## config.mk

```make
export PLATFORM = sky130hd
export DESIGN_NAME = keyword_token_scanner_top
export DESIGN_NICKNAME = d
export VERILOG_FILES = /design/src/kts_pkg.sv /design/src/kts_scan.sv /design/src/kts_out_queue.sv /design/src/keyword_token_scanner_top.sv
export SDC_FILE = /design/constraint.sdc
export NUM_CORES = 1
export LEC_CHECK = 0
export ABC_CLOCK_PERIOD_IN_PS = 7750
export BUFFER_PORTS_ARGS = -buffer_cell sky130_fd_sc_hd__buf_2
export CORE_ASPECT_RATIO = 1.25
export CORE_MARGIN = 2
export CORE_UTILIZATION = 49
export DETAILED_ROUTE_END_ITERATION = 8
export PLACE_DENSITY_LB_ADDON = 0.12
export SLEW_MARGIN = 20
export SYNTH_ARGS = -nofsm -noshare
export SYNTH_HDL_FRONTEND = slang
export SYNTH_HIERARCHICAL = 1
export SYNTH_SLANG_ARGS = --single-unit
```

## constraint.sdc

```tcl
create_clock -name i_clk -period 7.75 [get_ports i_clk]
set_clock_uncertainty 0.1 [all_clocks]
set_input_delay 1.55 -clock i_clk [delete_from_list [all_inputs] [get_ports i_clk]]
set_output_delay 1.55 -clock i_clk [all_outputs]
set_load 0.01 [all_outputs]
```

## src/kts_pkg.sv

```systemverilog
// shared types, constants and helper functions for the keyword token scanner
// used by kts_scan, kts_out_queue and keyword_token_scanner_top; no dependencies
`default_nettype none

package kts_pkg;

    // width of the running byte position counter
    localparam int POSITION_BITS = 16;
    localparam int LEN_BITS      = 16;
    localparam int START_BITS    = 16;
    localparam int CH_BITS       = 8;

    // keyword table
    localparam int NUM_KEYWORDS = 9;
    localparam int KW_MAX_LEN   = 8;
    localparam int KW_IDX_BITS  = 4;

    // result queue depth
    localparam int QUEUE_DEPTH  = 4;
    localparam int QPTR_BITS    = $clog2(QUEUE_DEPTH);
    localparam int QCNT_BITS    = QPTR_BITS + 1;

    // stream widths
    localparam int IN_TDATA_BITS  = 8;
    localparam int OUT_TDATA_BITS = 48;
    localparam int OUT_TUSER_BITS = 3;

    typedef enum logic [2:0] {
        KIND_NUMBER   = 3'd0,
        KIND_KEYWORD  = 3'd1,
        KIND_IDENT    = 3'd2,
        KIND_OPERATOR = 3'd3,
        KIND_DELIM    = 3'd4,
        KIND_UNKNOWN  = 3'd5
    } t_kind;

    typedef enum logic [2:0] {
        MODE_IDLE   = 3'b001,
        MODE_NUMBER = 3'b010,
        MODE_WORD   = 3'b100
    } t_mode;

    typedef logic [NUM_KEYWORDS-1:0] t_match;

    // one result beat
    typedef struct packed {
        t_kind                  kind;
        logic [KW_IDX_BITS-1:0] kw_index;
        logic [CH_BITS-1:0]     symbol;
        logic [START_BITS-1:0]  start;
        logic [LEN_BITS-1:0]    len;
        logic                   last;
    } t_token;

    // up to two results pushed per item
    typedef struct packed {
        logic [1:0] cnt;
        t_token     tok0;
        t_token     tok1;
    } t_push;

    // keyword text, zero padded
    localparam logic [CH_BITS-1:0] KW_TEXT [NUM_KEYWORDS][KW_MAX_LEN] = '{
        '{"i", "n", "t", 8'h00, 8'h00, 8'h00, 8'h00, 8'h00},
        '{"f", "l", "o", "a", "t", 8'h00, 8'h00, 8'h00},
        '{"i", "f", 8'h00, 8'h00, 8'h00, 8'h00, 8'h00, 8'h00},
        '{"e", "l", "s", "e", 8'h00, 8'h00, 8'h00, 8'h00},
        '{"w", "h", "i", "l", "e", 8'h00, 8'h00, 8'h00},
        '{"f", "o", "r", 8'h00, 8'h00, 8'h00, 8'h00, 8'h00},
        '{"r", "e", "t", "u", "r", "n", 8'h00, 8'h00},
        '{"v", "o", "i", "d", 8'h00, 8'h00, 8'h00, 8'h00},
        '{"m", "a", "i", "n", 8'h00, 8'h00, 8'h00, 8'h00}
    };

    localparam logic [3:0] KW_LEN [NUM_KEYWORDS] = '{
        4'd3, 4'd5, 4'd2, 4'd4, 4'd5, 4'd3, 4'd6, 4'd4, 4'd4
    };

    // low bits of a position, zero extended when the counter is narrow
    function automatic logic [START_BITS-1:0] to_start(input logic [POSITION_BITS-1:0] p);
        logic [POSITION_BITS+START_BITS-1:0] ext;
        ext = {{START_BITS{1'b0}}, p};
        return ext[START_BITS-1:0];
    endfunction

endpackage

`default_nettype wire

```

## src/kts_scan.sv

```systemverilog
// input register, scan state and per-byte token logic of the keyword token scanner
// depends on kts_pkg
`default_nettype none

module kts_scan (
    input  wire logic                            i_clk,
    input  wire logic                            i_rst_n,
    input  wire logic                            i_valid,
    output logic                                 o_ready,
    input  wire logic [kts_pkg::CH_BITS-1:0]     i_ch,
    input  wire logic                            i_eol,
    input  wire logic                            i_room,
    output kts_pkg::t_push                       o_push
);
    import kts_pkg::*;

    localparam t_match MATCH_ONES = '1;
    localparam logic [LEN_BITS-1:0] LEN_MAX = '1;

    // input register
    logic                     r_in_valid;
    logic [CH_BITS-1:0]       r_ch;
    logic                     r_eol;

    // scan state
    t_mode                    r_mode, n_mode;
    logic [POSITION_BITS-1:0] r_pos, n_pos;
    logic [POSITION_BITS-1:0] r_start, n_start;
    logic [LEN_BITS-1:0]      r_count, n_count;
    t_match                   r_match, n_match;

    logic   fire;
    logic   is_dig, is_head, is_space, is_op, is_delim;
    logic   flush_a, flush_c, sym_valid, have2;
    t_mode  mode1;
    t_match match1;
    logic [LEN_BITS-1:0] count1;
    t_token tok_a, tok_b, tok_c, second;

    // clear match bits of keywords that differ at this offset
    function automatic t_match narrow(input t_match m, input logic [LEN_BITS-1:0] cnt,
                                      input logic [CH_BITS-1:0] c);
        t_match r;
        r = m;
        for (int k = 0; k < NUM_KEYWORDS; k++) begin
            if (!(cnt < LEN_BITS'(KW_LEN[k]) && KW_TEXT[k][cnt[2:0]] == c)) begin
                r[k] = 1'b0;
            end
        end
        return r;
    endfunction

    function automatic logic [LEN_BITS-1:0] sat_inc(input logic [LEN_BITS-1:0] v);
        return (v == LEN_MAX) ? v : v + 1'b1;
    endfunction

    // pending number or word as a token
    function automatic t_token pending(input t_mode m, input t_match mt,
                                       input logic [LEN_BITS-1:0] cnt,
                                       input logic [POSITION_BITS-1:0] st);
        t_token t;
        t.kind     = (m == MODE_NUMBER) ? KIND_NUMBER : KIND_IDENT;
        t.kw_index = '0;
        t.symbol   = '0;
        t.start    = to_start(st);
        t.len      = cnt;
        t.last     = 1'b0;
        if (m == MODE_WORD) begin
            for (int j = 0; j < NUM_KEYWORDS; j++) begin
                if (mt[j] && cnt == LEN_BITS'(KW_LEN[j])) begin
                    t.kind     = KIND_KEYWORD;
                    t.kw_index = KW_IDX_BITS'(j);
                end
            end
        end
        return t;
    endfunction

    assign fire    = r_in_valid && i_room;
    assign o_ready = !r_in_valid || i_room;

    // byte classes
    always_comb begin
        is_dig   = (r_ch >= "0") && (r_ch <= "9");
        is_head  = ((r_ch >= "a") && (r_ch <= "z")) || ((r_ch >= "A") && (r_ch <= "Z")) ||
                   (r_ch == "_");
        is_space = (r_ch == " ") || ((r_ch >= 8'd9) && (r_ch <= 8'd13));
        is_op    = (r_ch == "+") || (r_ch == "-") || (r_ch == "*") || (r_ch == "/") ||
                   (r_ch == "=") || (r_ch == "<") || (r_ch == ">") || (r_ch == "!");
        is_delim = (r_ch == ";") || (r_ch == "(") || (r_ch == ")") || (r_ch == "{") ||
                   (r_ch == "}");
    end

    // next state and results for the registered byte
    always_comb begin
        flush_a = ((r_mode == MODE_NUMBER) && !is_dig) ||
                  ((r_mode == MODE_WORD) && !(is_head || is_dig));
        tok_a   = pending(r_mode, r_match, r_count, r_start);

        mode1  = flush_a ? MODE_IDLE : r_mode;
        match1 = flush_a ? MATCH_ONES : r_match;
        count1 = flush_a ? '0 : r_count;

        n_mode    = mode1;
        n_match   = match1;
        n_count   = count1;
        n_start   = r_start;
        sym_valid = 1'b0;

        if (mode1 == MODE_NUMBER) begin
            n_count = sat_inc(count1);
        end else if (mode1 == MODE_WORD) begin
            n_match = narrow(match1, count1, r_ch);
            n_count = sat_inc(count1);
        end else if (is_space) begin
            n_count = count1;
        end else if (is_dig) begin
            n_mode  = MODE_NUMBER;
            n_start = r_pos;
            n_count = LEN_BITS'(1);
        end else if (is_head) begin
            n_mode  = MODE_WORD;
            n_start = r_pos;
            n_match = narrow(MATCH_ONES, '0, r_ch);
            n_count = LEN_BITS'(1);
        end else begin
            sym_valid = 1'b1;
        end

        // one-byte symbol token
        tok_b.kind     = is_op ? KIND_OPERATOR : (is_delim ? KIND_DELIM : KIND_UNKNOWN);
        tok_b.kw_index = '0;
        tok_b.symbol   = r_ch;
        tok_b.start    = to_start(r_pos);
        tok_b.len      = LEN_BITS'(1);
        tok_b.last     = 1'b0;

        n_pos = r_pos + 1'b1;

        // end of line closes whatever is pending
        flush_c = r_eol && (n_mode != MODE_IDLE);
        tok_c   = pending(n_mode, n_match, n_count, n_start);
        if (r_eol) begin
            n_mode  = MODE_IDLE;
            n_count = '0;
            n_match = MATCH_ONES;
            n_pos   = '0;
            n_start = '0;
        end

        second = sym_valid ? tok_b : tok_c;
        have2  = sym_valid || flush_c;

        o_push.cnt       = fire ? (2'(flush_a) + 2'(have2)) : 2'd0;
        o_push.tok0      = flush_a ? tok_a : second;
        o_push.tok0.last = !(flush_a && have2);
        o_push.tok1      = second;
        o_push.tok1.last = 1'b1;
    end

    // input register
    always_ff @(posedge i_clk) begin
        if (!i_rst_n) begin
            r_in_valid <= 1'b0;
        end else if (o_ready) begin
            r_in_valid <= i_valid;
        end
    end

    always_ff @(posedge i_clk) begin
        if (o_ready && i_valid) begin
            r_ch  <= i_ch;
            r_eol <= i_eol;
        end
    end

    // scan state
    always_ff @(posedge i_clk) begin
        if (!i_rst_n) begin
            r_mode  <= MODE_IDLE;
            r_pos   <= '0;
            r_start <= '0;
            r_count <= '0;
            r_match <= MATCH_ONES;
        end else if (fire) begin
            r_mode  <= n_mode;
            r_pos   <= n_pos;
            r_start <= n_start;
            r_count <= n_count;
            r_match <= n_match;
        end
    end

endmodule

`default_nettype wire

```

## src/kts_out_queue.sv

```systemverilog
// small result queue of the keyword token scanner, takes up to two beats per cycle
// depends on kts_pkg
`default_nettype none

module kts_out_queue (
    input  wire logic           i_clk,
    input  wire logic           i_rst_n,
    input  wire kts_pkg::t_push i_push,
    output logic                o_room,
    output logic                o_valid,
    input  wire logic           i_ready,
    output kts_pkg::t_token     o_token
);
    import kts_pkg::*;

    t_token                r_mem [QUEUE_DEPTH];
    logic [QPTR_BITS-1:0]  r_wr_ptr, r_rd_ptr;
    logic [QCNT_BITS-1:0]  r_count;
    logic                  pop;
    logic [QPTR_BITS-1:0]  wr_ptr1;

    assign o_valid = (r_count != '0);
    assign o_token = r_mem[r_rd_ptr];
    assign pop     = o_valid && i_ready;
    // room for two more beats
    assign o_room  = (r_count <= QCNT_BITS'(QUEUE_DEPTH - 2));
    assign wr_ptr1 = r_wr_ptr + 1'b1;

    // storage
    always_ff @(posedge i_clk) begin
        if (i_push.cnt != 2'd0) begin
            r_mem[r_wr_ptr] <= i_push.tok0;
        end
        if (i_push.cnt == 2'd2) begin
            r_mem[wr_ptr1] <= i_push.tok1;
        end
    end

    // pointers and fill count
    always_ff @(posedge i_clk) begin
        if (!i_rst_n) begin
            r_wr_ptr <= '0;
            r_rd_ptr <= '0;
            r_count  <= '0;
        end else begin
            r_wr_ptr <= r_wr_ptr + QPTR_BITS'(i_push.cnt);
            r_rd_ptr <= r_rd_ptr + QPTR_BITS'(pop);
            r_count  <= r_count + QCNT_BITS'(i_push.cnt) - QCNT_BITS'(pop);
        end
    end

endmodule

`default_nettype wire

```

## src/keyword_token_scanner_top.sv

```systemverilog
// Keyword token scanner: byte stream in, token stream out.
// Input beats carry one source byte in s_axis_tdata and the end-of-line mark in
// s_axis_tlast. Each byte may produce zero, one or two output beats (a pending
// number or word closed by the byte, then the byte's own symbol token, or the
// token closed at end of line); m_axis_tlast marks the last beat of a byte.
// m_axis_tuser carries the token kind, m_axis_tdata the keyword index, symbol,
// start position and length.
// A byte is held in the input register, then the token logic writes its result beats
// into the result queue, which drives the output.
// Throughput: one byte per cycle while the queue holds at most two beats; a long run
// of bytes that give two results is held back by the single output port, which
// sends their beats one at a time.
// Reset (synchronous, active low) empties the queue and the input register,
// sets the scan mode idle, position and length to zero and all keyword matches.
// When the receiver stalls the four-entry result queue fills and s_axis_tready
// drops; no beat is dropped or repeated.
// depends on kts_pkg, kts_scan, kts_out_queue
`default_nettype none

module keyword_token_scanner_top (
    input  wire logic                                  i_clk,
    input  wire logic                                  i_rst_n,
    input  wire logic                                  s_axis_tvalid,
    output logic                                       s_axis_tready,
    // [7:0] ch
    input  wire logic [kts_pkg::IN_TDATA_BITS-1:0]     s_axis_tdata,
    input  wire logic                                  s_axis_tlast,
    output logic                                       m_axis_tvalid,
    input  wire logic                                  m_axis_tready,
    // [3:0] keyword_index, [11:4] symbol, [27:12] start_position,
    // [43:28] token_length, [47:44] zero
    output logic [kts_pkg::OUT_TDATA_BITS-1:0]         m_axis_tdata,
    // [2:0] kind
    output logic [kts_pkg::OUT_TUSER_BITS-1:0]         m_axis_tuser,
    output logic                                       m_axis_tlast
);
    import kts_pkg::*;

    t_push  push;
    logic   room;
    t_token tok;

    // per-byte token logic
    kts_scan u_scan (
        .i_clk   (i_clk),
        .i_rst_n (i_rst_n),
        .i_valid (s_axis_tvalid),
        .o_ready (s_axis_tready),
        .i_ch    (s_axis_tdata[CH_BITS-1:0]),
        .i_eol   (s_axis_tlast),
        .i_room  (room),
        .o_push  (push)
    );

    // result queue
    kts_out_queue u_queue (
        .i_clk   (i_clk),
        .i_rst_n (i_rst_n),
        .i_push  (push),
        .o_room  (room),
        .o_valid (m_axis_tvalid),
        .i_ready (m_axis_tready),
        .o_token (tok)
    );

    // output beat packing
    assign m_axis_tdata = {4'b0, tok.len, tok.start, tok.symbol, tok.kw_index};
    assign m_axis_tuser = tok.kind;
    assign m_axis_tlast = tok.last;

endmodule

`default_nettype wire

```

==> reports/qor.log <==
qor: setup_path.cp_data_required_time 7.95 ns
qor: logic_synthesis.postSynthRegisterBits 269
qor: logic_synthesis.seq_area_frac_synth 0.461
qor: logic_synthesis.synthCells 1394
qor: cts.htree_levels 1
qor: layout.nets 1443
qor: layout.finalNonFillerCells 1855
qor: sta.min_period_over_period 0.787
qor: setup_path.crit_path_end_kind flop
qor: global_route.grt_max_degree 51
qor: sta.worst-slew-pin-transition 1.14 ns
qor: setup_path.critPathMaxFanout 25
qor: logic_synthesis.syn_area 16000 um^2
qor: cts.postCtsSetupBuffers 0
qor: global_route.first_global_vias 11622
qor: global_route.grt_first_pass_wirelength 69.2 mm
qor: sta.timing.final.ws_setup 1.65 ns
qor: routing.routed_wirelength 45.5 mm
qor: setup_path.crit_type reg2reg
qor: power_and_ir_drop.power.sequential.fraction 0.433
qor: logic_synthesis.synth_compound_gate_area_share 0.113
qor: global_route.grt.overflow.total 0
qor: die.width_of_the_die 166 um
qor: setup_path.critical_path.n_buffers_inverters 1
qor: min_path.holdCritPathClass reg2reg
qor: power_and_ir_drop.power_frac_clock 0.379
qor: die.die_height 206 um
qor: setup_path.worstPathCellList nand4b_1, o2111a_1, o31ai_4, nand2_1, inv_1, ha_1, nand4_1, nor4_1, nor2_1, o21ai_0, and4_1, o221ai_1, nor4_1, nor2_1, o21a_1, a31o_2, mux2_1
qor: layout.drive_gt1_frac 0.267
qor: sta.setup_violations 0
qor: outcome.run_status finished clean
qor: logic_synthesis.yosys.area_share.adder 0.0114
qor: power_and_ir_drop.pwr-share-comb 0.188
qor: cts.cts_hold_buffers 0
qor: cts.clock_tree.root_cell clkbuf_16
qor: cts.clock_path_buffers 3
qor: logic_synthesis.yosysTopAreaCell edfxtp_1
qor: global_route.number_of_antenna_violations_at_the_first_check_in_global_routing 0
qor: cts.clkLatencyLatePin 0.56 ns
qor: placed_design.place_congestion 0.953
qor: die.floorplan.die_area 34200 um^2
qor: logic_synthesis.post_synth_and_or_nand_nor_area_fraction 0.127
qor: setup_path.critical_path.top_delay_family compound AO/OA/AOI/OAI gates
qor: logic_synthesis.post_synth_xor_xnor_area 0.0186
qor: logic_synthesis.synthDominantCellAreaShare 0.376
qor: setup_path.critPathMaxStageDelay 0.95 ns
qor: layout.multiInputGateArea 8080 um^2
qor: logic_synthesis.ys_top_cells_by_area edfxtp_1 38%, mux2_2 12%, dfxtp_1 8.5%, mux4_2 6.7%, mux2_1 4.1%
qor: die.core_area 32500 um^2
qor: logic_synthesis.synth-main-ff-cell edfxtp_1
qor: die.fp-row-count 74
qor: power_and_ir_drop.total_switching_power 0.00105 W
qor: placed_design.port-buffer-count 62
qor: sta.relSlewSlack 0.239
qor: power_and_ir_drop.lkg_pwr 6.33 nW
qor: layout.fillers 2791
qor: routing.detail_route.first_pass.iterations 5
qor: sta.timing.final.crit_period 6.10 ns
qor: logic_synthesis.post_synth_num_cell_types 89
qor: power_and_ir_drop.p_int 0.00284 W
qor: layout.syn2layout_area_growth 10.5%
qor: power_and_ir_drop.vdd_drop_max 164 uV
qor: logic_synthesis.avgSynthCellArea 11.5 um^2
qor: routing.route.vias.total 11814
qor: sta.final.setup.tns 0 ns
qor: placed_design.detailedPlacementHpwl 29.2 mm
qor: routing.remaining_drc_errors 0
qor: placed_design.dp_slack 1.78 ns
qor: cts.cts_tree yes
qor: die.floorplan.initialDensity 0.494
qor: routing.avgViaCountPerCell 6.37
qor: layout.layout.cells.most_common_list 201 x edfxtp_1, 167 x mux2_2, 98 x nand2_1
qor: layout.sequential_cell_area 7400 um^2
qor: routing.route.detailed.wl_per_inst 24.5 um
qor: sta.slew_viol_final 0
qor: logic_synthesis.synth-warning-count 6
qor: cts.clock-sinks 269
qor: sta.max_freq 164 MHz
qor: sta.hold_viol 0
qor: cts.cts.repair.resized 0
qor: die.top_level_ports 67
qor: cts.tritoncts.num_buffers 29
qor: layout.finish.instance_area 17700 um^2
qor: logic_synthesis.postSynth.asyncResetShare 0
qor: routing.initialDrtViolationCount 1048
qor: layout.final_core_utilization 0.545
qor: layout.diodes 0
qor: placed_design.placed_cell_area 16700 um^2
qor: setup_path.cp-start-kind flop
qor: global_route.grt.total_usage 0.259
qor: cts.cts.reportedPaths.clkPinSlew 0.06 ns
qor: sta.grt_setup_unrepaired no
qor: logic_synthesis.synth_mux_area_frac 0.229
qor: setup_path.timing.critical_path.arrival 6.30 ns
qor: logic_synthesis.synth_enable_flop_cells 201
qor: power_and_ir_drop.cellPowerDensity 220 nW/um^2
qor: flow_run.drv_cap 0
qor: routing.antenna_left 0
qor: layout.mostFrequentLayoutCell edfxtp_1
qor: placed_design.dp.cells 1803
qor: power_and_ir_drop.p_sw_frac 0.270
qor: setup_path.slowest_stage edfxtp_1
qor: logic_synthesis.combinational_family_with_the_most_area_after_synthesis multiplexers
## metrics by stage
step / power, W / hold slack [ns]
floorplan: 0.00220 / 0.377
global placement: 0.00245 / 0.394
detailed placement: 0.00246 / 0.408
CTS: 0.00394 / 0.420
global route: 0.00405 / 0.459
finish: 0.00390 / 0.415
## state kept, by name, indices dropped and copies added (netlist names)
register           flops
u_queue/r_count        3
u_queue/r_wr_ptr       2
u_scan/r_ch            8
u_queue/r_mem        192
u_scan/r_match         9
u_scan/r_pos          16
u_scan/r_count        16
u_scan/r_start        16
u_scan/r_in_valid      1
u_scan/r_eol           1
u_queue/r_rd_ptr       2
u_scan/r_mode          3
## routing by layer
layer  track usage  vias up  share of wire
met5             0        -              0
met4        0.0988        0          0.037
met3        0.0251       99          0.047
met2         0.461      415           0.50
met1         0.328     5913           0.41
li1              -     5387              -
## path summary, 6_finish.rpt
path	start	end	slack (ns)	cells past startpoint
worst max-delay path	u_scan/r_ch[0]$_DFFE_PP_	u_queue/r_mem[1][42]$_DFFE_PP_	1.65	17
worst min-delay path	u_scan/r_pos[5]$_SDFFE_PN0P_	u_scan/r_pos[5]$_SDFFE_PN0P_	0.41	2
worst max register to register	u_scan/r_ch[0]$_DFFE_PP_	u_queue/r_mem[1][42]$_DFFE_PP_	1.65	17
worst min register to register	u_scan/r_pos[5]$_SDFFE_PN0P_	u_scan/r_pos[5]$_SDFFE_PN0P_	0.41	2
## kinds of logic (layout without fill, tap and decap cells)
logic type	after synthesis	count (layout)
mux	279	279
buf+inv	137	177
flops	269	269
xor+xnor	31	31
simple gates	403	403
compound gates	259	259
fa+ha+maj	14	14
other cells	2	5
## power by group through the flow
stage	clock (W)	sequential, W	combinational, W
floorplan	0	0.00167	0.000533
global placement	0	0.00172	0.000726
detailed placement	0	0.00172	0.000736
CTS	0.00151	0.00169	0.000740
global route	0.00156	0.00170	0.000791
finish	0.00148	0.00169	0.000731
## worst register-to-register path: cells and delay by family (launching register included)
kind / cells / cell delay, ns
buf+inv: 1 / 0.15
simple gates: 8 / 1.94
flops: 1 / 0.95
compound gates: 6 / 2.08
mux: 1 / 0.28
fa+ha+maj: 1 / 0.34
## final cells by class
cell class              count  area share
clock buffers              34      0.0426
clock inverters            18      0.0144
inverters                  28     0.00593
multi-input cells         991       0.456
flip-flops and latches    269       0.418
well taps                 418      0.0295
repair buffers             97      0.0342
## cell usage after synthesis (11+ instances only)
master and count:
nor2b_1 28, dfxtp_1 68, nor4_1 16, buf_4 11
edfxtp_1 201, xnor2_1 17, nand2_1 98, nand2b_1 11
buf_2 22, a31oi_1 12, and2_1 25, o21ai_0 57
nand3_1 30, mux2_2 167, ha_1 13, a22oi_1 22
mux2_1 58, inv_1 24, a21o_1 16, xor2_1 12
mux4_2 48, a21oi_1 34, o22ai_1 17, and3_1 18
nand4_1 17, nor2_1 96, clkbuf_1 61, nor3_1 25
(Power assumes the default switching activity.)
